**config.mk**
```make
export PLATFORM = sky130hd
export DESIGN_NAME = rs3_queue
export DESIGN_NICKNAME = d
export VERILOG_FILES = /design/src/rtl/core/rs3_pkg.sv /design/src/rtl/core/rs3_queue.sv
export SDC_FILE = /design/constraint.sdc
export NUM_CORES = 1
export LEC_CHECK = 0
export BUFFER_PORTS_ARGS = -buffer_cell sky130_fd_sc_hd__buf_2
export CAP_MARGIN = 20
export CORE_MARGIN = 2
export CORE_UTILIZATION = 35
export CTS_CLUSTER_DIAMETER = 80
export DETAILED_ROUTE_END_ITERATION = 12
export GPL_ROUTABILITY_DRIVEN = 1
export PLACE_DENSITY = 0.65
export SYNTH_ARGS = -nofsm -noshare
export SYNTH_HDL_FRONTEND = slang
export SYNTH_SLANG_ARGS = --single-unit
```
**constraint.sdc**
```tcl
create_clock -name clock -period 12.2 [get_ports clock]
set_input_delay 1.22 -clock clock [delete_from_list [all_inputs] [get_ports clock]]
set_output_delay 1.22 -clock clock [all_outputs]
set_load 0.05 [all_outputs]
```
**src/rtl/core/rs3_pkg.sv**
```systemverilog
package rs3_pkg;

   localparam int MAX_WIDTH_DEF     = 2048;
   localparam int CORDIC_STAGES_DEF = 16;

   localparam int ELEV_W   = 32;
   localparam int CELL_W   = 33;
   localparam int ROW_W    = 16;
   localparam int COL_W    = 11;
   localparam int SLOPE_W  = 15;
   localparam int FW_W     = 12;
   localparam int FH_W     = 16;
   localparam int SCALE_W  = 32;
   localparam int RCNT_W   = 17;
   localparam int CSR_IDX_W  = 2;
   localparam int CSR_DATA_W = 32;
   localparam int G_W      = 36;
   localparam int Z_W      = 36;

   localparam logic [CSR_IDX_W-1:0] CSR_FRAME_WIDTH  = 2'd0;
   localparam logic [CSR_IDX_W-1:0] CSR_FRAME_HEIGHT = 2'd1;
   localparam logic [CSR_IDX_W-1:0] CSR_INV_SCALE    = 2'd2;

   localparam logic [FW_W-1:0]    FRAME_WIDTH_RST  = 12'd2048;
   localparam logic [FH_W-1:0]    FRAME_HEIGHT_RST = 16'd1;
   localparam logic [SCALE_W-1:0] INV_SCALE_RST    = 32'd2097152;

   localparam logic [63:0]        REF_ONE     = 64'd16777216;
   localparam logic [SLOPE_W-1:0] Q88_MAX     = 15'd23040;
   localparam logic [63:0]        RAD2DEG_Q22 = 64'd240315917;

   typedef struct packed {
      logic signed [ELEV_W-1:0] elevation;
      logic                     defined;
      logic                     padding;
   } req_type;

   typedef struct packed {
      logic [SLOPE_W-1:0] slope_deg;
      logic               slope_defined;
      logic [ROW_W-1:0]   pixel_row;
      logic [COL_W-1:0]   pixel_col;
      logic               last_of_frame;
   } rsp_type;

   typedef struct packed {
      logic [8:0][CELL_W-1:0] cells;
      logic [ROW_W-1:0]       row;
      logic [COL_W-1:0]       col;
      logic                   last;
   } job_type;

   function automatic logic [Z_W-1:0] atan_entry(input logic [4:0] i);
      logic [63:0] t;
      t = 64'd0;
      unique case (i)
         5'd0:  t = 64'd188743680;
         5'd1:  t = 64'd111421900;
         5'd2:  t = 64'd58872272;
         5'd3:  t = 64'd29884485;
         5'd4:  t = 64'd15000234;
         5'd5:  t = 64'd7507429;
         5'd6:  t = 64'd3754631;
         5'd7:  t = 64'd1877430;
         5'd8:  t = 64'd938729;
         5'd9:  t = 64'd469366;
         5'd10: t = 64'd234683;
         5'd11: t = 64'd117342;
         5'd12: t = 64'd58671;
         5'd13: t = 64'd29335;
         5'd14: t = 64'd14668;
         5'd15: t = 64'd7334;
         default: t = (RAD2DEG_Q22 + (64'd1 << (i - 5'd1))) >> i;
      endcase
      return Z_W'(t);
   endfunction

endpackage

```
**src/rtl/core/rs3_queue.sv**
```systemverilog
module rs3_queue (
   input  logic              clock,
   input  logic              reset,
   input  logic              push,
   input  rs3_pkg::job_type  push_data,
   output logic              full,
   input  logic              pop,
   output rs3_pkg::job_type  pop_data,
   output logic              empty
);
   import rs3_pkg::*;

   job_type    mem_ff [2];
   logic       wr_ff, wr_in;
   logic       rd_ff, rd_in;
   logic [1:0] cnt_ff, cnt_in;
   logic       do_push, do_pop;

   assign full     = cnt_ff == 2'd2;
   assign empty    = cnt_ff == 2'd0;
   assign do_push  = push && !full;
   assign do_pop   = pop && !empty;
   assign pop_data = mem_ff[rd_ff];

   always_comb begin
      wr_in  = do_push ? ~wr_ff : wr_ff;
      rd_in  = do_pop ? ~rd_ff : rd_ff;
      cnt_in = cnt_ff + 2'(do_push) - 2'(do_pop);
   end

   always_ff @(posedge clock) begin
      if (reset) begin
         wr_ff  <= 1'b0;
         rd_ff  <= 1'b0;
         cnt_ff <= 2'd0;
      end else begin
         wr_ff  <= wr_in;
         rd_ff  <= rd_in;
         cnt_ff <= cnt_in;
      end
      if (do_push) begin
         mem_ff[wr_ff] <= push_data;
      end
   end

endmodule

```
======== Word level (Yosys, flattened, before mapping) ========
Memories as Yosys holds them, arrays and structs flattened. A register that Yosys moved wholly into a read port is not among the register bits.
Index checks and enable logic that the tools add are counted.
cells by class
  $add $sub $neg .......................... 2
  equal/unequal tests ..................... 1
  multiplexer cells ....................... 4
  bitwise gates (word level) .............. 2
  reduce and logical (&&, ||, !) cells .... 5
operator list
  cell                  count
  $mux W1               4
  $add A2 B1 Y2         1
  $eq A2 B2 Y1 const B  1
  $logic_and A1 B1 Y1   2
  $logic_not A1 Y1      2
  $logic_not A2 Y1      1
  $not A1 Y1            2
  $sub A2 B1 Y2         1
word-level totals
  register bits ........................... 4
  bits in writable memories ............... 650
  bits of input ports ..................... 329
  output and inout port bits .............. 327
  logic and storage cells ................. 18
  memories kept ........................... 1
memories
  memory  depth  width  rd ports  clocked after memory_dff  write ports  line             text
  mem_ff  2      325    1         1                         1            rs3_queue.sv:13  job_type mem_ff [2];

======== Logic depth before layout (Yosys ltp) ========
Gate-level depths: netlist of the first run.
  depth in word-level cells ............... 5
  depth in mapped cells ................... 8
  depth with buffers taken out ............ 8

======== Worst setup path before layout of the first run ========
OpenSTA, ideal clock, no wires.
  path type ............................... input -> register
  start point ............................. input port push
  end point ............................... memory mem_ff[1][0] (netlist bit), enable pin
  setup time .............................. 731 ps
  arrival time ............................ 8656 ps
  data required time ...................... 11469 ps
  slack ................................... 2814 ps
  stages on the path ...................... 1
  buffers on the path ..................... 0
  path through ............................ and3_1
between the ends
  longest elaborated chain between the ends .. 3
RTL lines
  element                        line             text
  from (decl)                    rs3_queue.sv:4   input logic push,
  $logic_and A1 B1 Y1            rs3_queue.sv:21  assign do_push = push && !full;
  $mux W1                        rs3_queue.sv:41  if (do_push) begin
  $mux W1 (not written as such)  rs3_queue.sv:42  mem_ff[wr_ff] <= push_data;
  to (decl)                      rs3_queue.sv:13
No other way between the ends.

==> results of run 1 <==
-- state kept, by name, indices dropped and copies added (netlist names), named ones only --
register / cells
rd_ff: 1
mem_ff: 650
cnt_ff: 2
wr_ff: 1
-- placed cells by master, fill, tap and decap left out, drive strengths merged --
cell,instances
diode,13
inv,7
nor2,4
mux2,325
or3,1
o21a,1
clkbuf,82
dfxtp,5
edfxtp,650
clkinvlp,2
xor2,1
ha,2
nor3,1
nand2,1
buf,665
xnor2,1
a21oi,1
nor2b,1
nand2b,1
o21ai,1
and3,1
bufinv,7
and2,1
clkinv,35
-- cell type report --
cell class / instances / area share
clock inverters: 47 / 0.0166
repair buffers: 665 / 0.108
inverters: 4 / 0.000720
flip-flops and latches: 655 / 0.628
diodes: 13 / 0.00104
clock buffers: 82 / 0.0575
well taps: 940 / 0.0376
multi-input cells: 343 / 0.151
-- power breakdown --
part	switching, mW	internal [mW]	total (mW)
Combinational	2.07	0.901	2.98
Clock	0.876	1.22	2.10
Sequential	0.123	2.87	3.00
Total	3.07	5.00	8.07
-- through the flow --
stage          setup WS [ns]  instances  utilization  hold WS, ns
6_report                7.05       2749        0.447        0.508
5_1_grt                 6.80       2748        0.447        0.535
4_1_cts                 6.95       2736        0.447        0.512
3_5_place_dp            7.38       2607        0.414        0.499
3_3_place_gp            7.47       2607        0.414        0.477
2_1_floorplan           2.81       1038            -        0.452
-- path summary, 6_finish.rpt --
check / startpoint / endpoint / slack (ns) / cells past startpoint
worst max register to register: cnt_ff[0] / mem_ff[0][120] / 8.20 / 6
worst min register to register: rd_ff / flip-flop / 0.51 / 2
worst max-delay path: flip-flop / pop_data[205] / 7.05 / 4
worst min-delay path: rd_ff / flip-flop / 0.51 / 2
-- routing by layer --
metal  wire length, µm  vias up
li1                  -     5577
met1             20500     6380
met2             30900      479
met3              3800      124
met4              1910        4
met5                18        -
-- worst reg2reg max path: stages (launching register included) --
cell and delay [ns]:
dfxtp_1 0.38, nand2b_1 0.20, inv_1 0.09, or3_1 0.43, inv_8 0.69, buf_4 0.87
buf_4 0.91
-- cell usage after synthesis --
cell type,count,area [µm²]
nand2b_1,1,6.26
or3_1,1,6.26
a21oi_1,1,5.00
mux2_4,250,3750
inv_1,4,15.0
nor3_1,1,5.00
xnor2_1,1,8.76
buf_2,7,35.0
edfxtp_1,650,19500
nor2b_1,1,6.26
xor2_1,1,8.76
mux2_2,75,845
buf_6,29,327
and2_1,1,6.26
o21ai_0,1,5.00
dfxtp_1,5,100
o21a_1,1,7.51
and3_1,1,6.26
nor2_1,4,15.0
nand2_1,1,3.75
ha_1,2,25.0
-- cell families (layout without fill, tap and decap cells) --
logic type,count (synthesis),in the layout,synth area share
xor gates and xnor gates,2,2,0.000709
adders and majority gates,2,2,0.00101
other,0,13,0
muxes,325,325,0.186
buffers and inverters,40,798,0.0152
DFF,655,655,0.794
AOI/OAI and AO/OA,3,3,0.000709
and+or+nand+nor,11,11,0.00223
==> flow_metrics.env, run 1 <==
export IMPL_syn_avg_cell_area_um2=23.8
export IMPL_timing_critical_path_max_delay_family="buffers and inverters"
export IMPL_dpl_instance_area_mm2=0.0289
export IMPL_synth_fp_nets=1369
export IMPL_vias=12600
export IMPL_hold_viol=0
export IMPL_dp_hpwl_mm=39.9
export IMPL_cp_buffers_inverters=3
export IMPL_postCtsSetupBuffers=0
export IMPL_dieArea_mm2=0.0727
export IMPL_postCtsHoldBufs=0
export IMPL_arrival_ns=3.93
export IMPL_cts_tree="built"
export IMPL_yosysSeqAreaShare=0.794
export IMPL_num_rows=97
export IMPL_finalPower_mw=8.07
export IMPL_layout_drive_gt1_share=0.610
export IMPL_use_met1=0.160
export IMPL_rsz0062_at_grt="no"
export IMPL_path_max_fanout=59
export IMPL_slew_viol_final=0
export IMPL_worst_pin_slew_ns=1.20
export IMPL_met3_usage=0.0457
export IMPL_crit_chain="buf_4 -> buf_4 -> mux2_4 -> buf_2"
export IMPL_worstSetupPathType="reg2out"
export IMPL_drv_cap=0
export IMPL_wl_per_cell_um=20.8
export IMPL_critPathLaunchType="flip-flop"
export IMPL_synthDistinctLibCells=21
export IMPL_critPathSlowestCell="dfxtp_4"
export IMPL_area_delta_synth_final_pct=26.5
export IMPL_hp_class="reg2reg"
export IMPL_leakagePower_nw=12.0
export IMPL_ir_worst_vdd_mv=0.322
export IMPL_core_area_mm2=0.0699
export IMPL_grt_max_degree=159
export IMPL_fin_crit_sh=0.422
export IMPL_grt_use_met2=0.278
export IMPL_ant_nets=0
export IMPL_nets=2070
export IMPL_cts_path_max_buffers=3
export IMPL_end_kind="primary output"
export IMPL_cts_root_buf="clkbuf_16"
export IMPL_cts_buffers=70
export IMPL_powerDensity_mw_per_mm2=258
export IMPL_synth_warning_count=0
export IMPL_pin_count=656
export IMPL_multiInputGateArea_mm2=0.00472
export IMPL_firstDrtPassIters=4
export IMPL_die_y_um=270
export IMPL_synth_seq_cells=655
export IMPL_outcome="finished, final reports clean"
export IMPL_max_freq_mhz=194
export IMPL_clkSinkCount=655
export IMPL_grt_pass1_vias=13400
export IMPL_htreeDepth=3
export IMPL_slew_headroom=0.198
export IMPL_netlist_area_mm2=0.0247
export IMPL_worstSkewPairLatency_ns=0.61
export IMPL_setup_viol_count_final=0
export IMPL_antenna_found_initial=15
export IMPL_wirelength_mm=57.1
export IMPL_top_usage_layer="met2"
export IMPL_vias_per_cell=4.57
export IMPL_drc=0
export IMPL_port_buffers=655
export IMPL_netlist_instances=1038
export IMPL_period_minus_slack_ns=5.15
export IMPL_path_common_cell="buf_4"
export IMPL_initial_utilization=0.353
export IMPL_track_usage=0.151
export IMPL_fin_area_mm2=0.0313
export IMPL_filler_cell_count=6120
export IMPL_fp_dieW_um=270
export IMPL_cts_resized=0
export IMPL_routabilityCongestion=0.874
export IMPL_grt_ovfl_total=0
export IMPL_skew_ns=0.0288
export IMPL_max_stage_delay_ns=0.90
export IMPL_fin_tns_setup_ns=0
export IMPL_grt_pass1_wl_mm=82.9
export IMPL_clk_pin_slew_ns=0.06
export IMPL_seqCellArea_mm2=0.0196
export IMPL_required_ns=10.98
export IMPL_drt_initial_drc_count=757
(Power assumes the default switching activity.)
==> run 2, diff against run 1 <==
==> constraint.sdc (replaced) <==
create_clock -name clock -period 4.8 [get_ports clock]
set_input_delay 0.48 -clock clock [delete_from_list [all_inputs] [get_ports clock]]
set_output_delay 0.48 -clock clock [all_outputs]
set_load 0.05 [all_outputs]
==> run 2 against run 1 <==
  * Clock-buffer cell count rose by 4
  * Clock skew is 0.0088 ns lower
  * Core utilization up 0.75 points
  * Die area unchanged
  * First-iteration DRC count decreased by 11%
  * Worst setup slack worse by 5.5 ns
  * Cell area rose by 1.7%
  * Total power grew to 2.5 times the previous value
  * Critical endpoint is now pop_data[63]
  * Largest cell class unchanged
  * Highest routed layer unchanged
==> flow_metrics.env, run 2 (same netlist as run 1, synthesis figures left out) <==
export IMPL_largest_reg_flops=650
export IMPL_grt_max_degree=88
export IMPL_cts_resized=0
export IMPL_htreeDepth=3
export IMPL_dp_hpwl_mm=39.3
export IMPL_skew_ns=0.0200
export IMPL_reg2reg_slack_ns=2.34
export IMPL_cts_path_max_buffers=3
export IMPL_r2r_start="cnt_ff[0]"
export IMPL_cts_root_buf="clkbuf_16"
export IMPL_setup_ws_ns=1.59
export IMPL_swShare=0.384
export IMPL_fin_crit_sh=0.668
export IMPL_final_cells=2797
export IMPL_slew_headroom=0.342
export IMPL_worstHoldStart="push_data[319]"
export IMPL_fp_dieW_um=270
export IMPL_nets=2122
export IMPL_track_usage=0.149
export IMPL_drt_initial_drc_count=677
export IMPL_arrival_ns=2.73
export IMPL_wl_per_cell_um=19.9
export IMPL_vias=12500
export IMPL_cp_buffers_inverters=2
export IMPL_area_delta_synth_final_pct=28.7
export IMPL_leakagePower_nw=12.2
export IMPL_ir_worst_vdd_mv=0.456
export IMPL_layout_drive_gt1_share=0.604
export IMPL_critPathSlowestCell="dfxtp_4"
export IMPL_setup_viol_count_final=0
export IMPL_pin_count=656
export IMPL_internal_power_mw=12.7
export IMPL_timing_rr_end="mem_ff[0][237]"
export IMPL_rsz0062_at_grt="no"
export IMPL_grt_pass1_wl_mm=81.8
export IMPL_holdPathStages=1
export IMPL_worstSkewPairLatency_ns=0.60
export IMPL_finalCoreUtilization=0.455
export IMPL_antenna_found_initial=15
export IMPL_clkPwrFrac=0.255
export IMPL_required_ns=4.32
export IMPL_port_buffers=655
export IMPL_vias_per_cell=4.47
export IMPL_cts_buffers=70
export IMPL_clkSinkCount=655
export IMPL_combPwrFrac=0.376
export IMPL_worst_pin_slew_ns=0.987
export IMPL_dpl_worst_slack_ns=2.12
export IMPL_crit_chain="buf_4 -> mux2_2 -> buf_2"
export IMPL_num_rows=97
export IMPL_reg_top3="mem_ff (650), cnt_ff (2)"
export IMPL_ant_nets=0
export IMPL_worstSetupPathType="reg2out"
export IMPL_clk_pin_slew_ns=0.06
export IMPL_final_cell_mix="655 x buf_2, 650 x edfxtp_1, 250 x mux2_4"
export IMPL_grt_ovfl_total=0
export IMPL_fin_tns_setup_ns=0
export IMPL_reg2reg_depth=5
export IMPL_regMostFlops="mem_ff"
export IMPL_drv_cap=0
export IMPL_hold_end="mem_ff[0][319]"
export IMPL_firstDrtPassIters=4
export IMPL_end_kind="primary output"
export IMPL_hold_viol=0
export IMPL_pwr_share_seq=0.369
export IMPL_placed_cells=2624
export IMPL_critPathLaunchType="flip-flop"
export IMPL_core_area_mm2=0.0699
export IMPL_die_y_um=270
export IMPL_dpl_instance_area_mm2=0.0291
export IMPL_max_freq_mhz=312
export IMPL_powerDensity_mw_per_mm2=646
export IMPL_period_minus_slack_ns=3.21
export IMPL_net_switching_power_mw=7.87
export IMPL_path_max_fanout=52
export IMPL_drc=0
export IMPL_max_stage_delay_ns=1.00
export IMPL_cts_tree="built"
export IMPL_initial_utilization=0.353
export IMPL_grt_pass1_vias=13500
export IMPL_layout_commonest_cell="buf_2"
export IMPL_hold_ws_ns=0.0586
export IMPL_finalPower_mw=20.5
export IMPL_dieArea_mm2=0.0727
export IMPL_fin_area_mm2=0.0318
export IMPL_routabilityCongestion=0.843
export IMPL_hp_class="in2reg"
export IMPL_wirelength_mm=55.7
export IMPL_slew_viol_final=0
export IMPL_outcome="finished, final reports clean"
export IMPL_timing_critical_path_max_delay_family="flip-flops"
## run 2: cell count changes in the layout (fill, tap and decap cells not counted), moves of 2 or more
cell	change
dlygate4sd3_1	+35
buf_4	+10
buf_12	+7
clkinv_1	-5
clkbuf_1	+4
clkinv_2	-4
bufinv_16	-2
clkinvlp_4	+2
dfxtp_1	-2
dfxtp_2	+2
## run 2: area by class of cell
cell class,instances,area [µm²]
fill,6071,38100
clock inverter,38,444
tap,940,1180
timing repair buffer,717,3940
inverter,4,22.5
antenna,14,35.0
sequential,655,19600
multi-input combinational,343,4730
clock buffer,86,1810
## run 2: layer usage
metal	track usage	vias up	wire, µm
met5	0	-	11
met4	0.0655	2	1640
met3	0.0460	109	3780
met2	0.267	436	30000
met1	0.160	6285	20300
li1	-	5678	-
## run 2: repair_timing
| action | CTS | global route |
|---|---|---|
| setup buffers | 0 | 0 |
| hold buffers | 35 | 0 |
| endpoints found under the setup margin | 0 | 0 |
| endpoints found under the hold margin | 63 | 0 |
## run 2: how the worst max path moves through the flow
stage,from,end,slack [ns],cells after the start
finish,flip-flop,pop_data[63],1.59,3
global route,flip-flop,pop_data[60],1.39,3
CTS,flip-flop,pop_data[9],1.45,3
detailed placement,flip-flop,pop_data[59],2.12,3
global placement,flip-flop,pop_data[9],2.19,3
floorplan,cnt_ff[0],mem_ff[0][0],-1.30,4
## run 2: worst register-to-register path: stages, from the launching register on
cell	delay (ns)
dfxtp_2	0.35
nand2b_4	0.15
clkinvlp_4	0.09
or3_4	0.38
clkinvlp_4	0.55
buf_12	0.50
## run 2: power by group through the flow
stage	registers, mW	clock network (mW)	logic (mW)
global placement	7.65	0	7.73
CTS	7.59	5.40	7.82
floorplan	7.72	0	6.29
finish	7.57	5.23	7.73
global route	7.65	5.61	8.03
detailed placement	7.71	0	7.77
==> run 3, diff against run 2 <==
==> constraint.sdc (replaced) <==
create_clock -name clock -period 3.3 [get_ports clock]
set_input_delay 0.33 -clock clock [delete_from_list [all_inputs] [get_ports clock]]
set_output_delay 0.33 -clock clock [all_outputs]
set_load 0.05 [all_outputs]
==> run 3 against run 2 <==
  * Largest cell class unchanged
  * Worst hold slack improved by 0.083 ns
  * Critical path type unchanged
  * Total power increased by 48%
  * Cell area up 9.9%
  * Die area is the same
  * Critical path depth stayed put
==> flow_metrics.env, run 3 (same netlist as run 1, synthesis figures left out) <==
export IMPL_rsz0062_at_grt="no"
export IMPL_ant_nets=0
export IMPL_slew_viol_final=0
export IMPL_grt_pass1_vias=15200
export IMPL_worstSkewPairLatency_ns=0.60
export IMPL_wl_per_cell_um=18.9
export IMPL_layout_commonest_cell="buf_2"
export IMPL_ir_worst_vdd_mv=0.689
export IMPL_critPathLaunchType="flip-flop"
export IMPL_cts_buffers=71
export IMPL_num_rows=97
export IMPL_cts_tree="built"
export IMPL_port_buffers=655
export IMPL_drt_initial_drc_count=690
export IMPL_grt_max_degree=73
export IMPL_grt_pass1_wl_mm=87.5
export IMPL_regMostFlops="mem_ff"
export IMPL_largest_reg_flops=650
export IMPL_fp_dieW_um=270
export IMPL_nets=2438
export IMPL_reg_top3="mem_ff (650), cnt_ff (2)"
export IMPL_initial_utilization=0.353
export IMPL_die_y_um=270
export IMPL_grt_ovfl_total=0
export IMPL_firstDrtPassIters=6
export IMPL_path_max_fanout=72
export IMPL_timing_critical_path_max_delay_family="buffers and inverters"
export IMPL_leakagePower_nw=13.6
export IMPL_clk_pin_slew_ns=0.06
export IMPL_crit_chain="buf_12 -> mux2_4 -> buf_2"
export IMPL_fin_crit_sh=0.832
export IMPL_cts_path_max_buffers=3
export IMPL_dpl_instance_area_mm2=0.0294
export IMPL_critPathSlowestCell="dfxtp_4"
export IMPL_clkSinkCount=655
export IMPL_worstSetupPathType="reg2out"
export IMPL_layout_drive_gt1_share=0.530
export IMPL_setup_ws_ns=0.553
export IMPL_fin_area_mm2=0.0349
export IMPL_skew_ns=0.0308
export IMPL_outcome="finished, final reports clean"
export IMPL_worst_pin_slew_ns=0.654
export IMPL_required_ns=2.97
export IMPL_vias=13800
export IMPL_cp_buffers_inverters=2
export IMPL_setup_viol_count_final=0
export IMPL_antenna_found_initial=6
export IMPL_dpl_worst_slack_ns=1.05
export IMPL_area_delta_synth_final_pct=41.4
export IMPL_core_area_mm2=0.0699
export IMPL_powerDensity_mw_per_mm2=872
export IMPL_arrival_ns=2.42
export IMPL_cts_root_buf="clkbuf_16"
export IMPL_drc=0
export IMPL_max_freq_mhz=364
export IMPL_dieArea_mm2=0.0727
export IMPL_drv_cap=0
export IMPL_track_usage=0.156
export IMPL_routabilityCongestion=0.820
export IMPL_dp_hpwl_mm=39.4
export IMPL_hp_class="in2reg"
export IMPL_period_minus_slack_ns=2.75
export IMPL_vias_per_cell=4.44
export IMPL_final_cell_mix="655 x buf_2, 650 x edfxtp_1, 326 x dlygate4sd3_1"
export IMPL_hold_viol=0
export IMPL_wirelength_mm=58.6
export IMPL_max_stage_delay_ns=0.63
export IMPL_end_kind="primary output"
export IMPL_slew_headroom=0.564
export IMPL_pin_count=656
export IMPL_htreeDepth=3
run 3: final timing paths:
path | start | to | slack [ns] | cells past startpoint
worst max-delay path | flip-flop | pop_data[269] | 0.55 | 3
worst min-delay path | push | wr_ff | 0.14 | 4
worst max register to register | cnt_ff[0] | mem_ff[0][149] | 1.06 | 6
worst min register to register | wr_ff | wr_ff | 0.51 | 2
run 3: metal layers:
| layer | up-vias | part of all wire | GRT usage |
|---|---|---|---|
| li1 | 6300 | - | - |
| met1 | 6850 | 0.36 | 0.166 |
| met2 | 506 | 0.54 | 0.288 |
| met3 | 144 | 0.059 | 0.0392 |
| met4 | 4 | 0.041 | 0.0775 |
| met5 | - | 0.00044 | 0 |
run 3: final cells by class:
| type | instances | area (µm²) |
|---|---|---|
| clock inverter | 45 | 407 |
| fill | 5683 | 35000 |
| antenna | 4 | 10.0 |
| clock buffer | 83 | 1860 |
| sequential | 655 | 19600 |
| multi-input combinational | 343 | 4730 |
| inverter | 4 | 22.5 |
| tap | 940 | 1180 |
| timing repair buffer | 1032 | 7110 |
run 3: worst min-delay path, delay by kind of cell:
kind	cells	cell delay (ns)
simple gates	1	0.13
buf+inv	2	0.18
compound gates	1	0.06
run 3: power by group:
group	internal [mW]	total [mW]	switching, mW
logic	3.83	11.9	8.04
registers	10.6	10.9	0.339
clock network	4.42	7.67	3.25
run 3: through the flow:
stage | hold WS [ns] | power [mW] | utilization | std cells | setup TNS, ns
after floorplan | 0.394 | 20.4 | - | 1038 | -1419.98
after global placement | 0.497 | 22.6 | 0.421 | 2648 | 0
after global routing | 0.131 | 31.5 | 0.500 | 3106 | 0
after CTS | 0.0914 | 30.8 | 0.500 | 3102 | 0
after detailed placement | 0.498 | 22.7 | 0.421 | 2648 | 0
final | 0.142 | 30.5 | 0.500 | 3106 | 0
run 3: what timing repair did:
item / in CTS / in global routing
resized for setup: 0 / 0
endpoints found under the hold margin: 655 / 0
buffers inserted: 0 / 0
hold buffers: 326 / 0
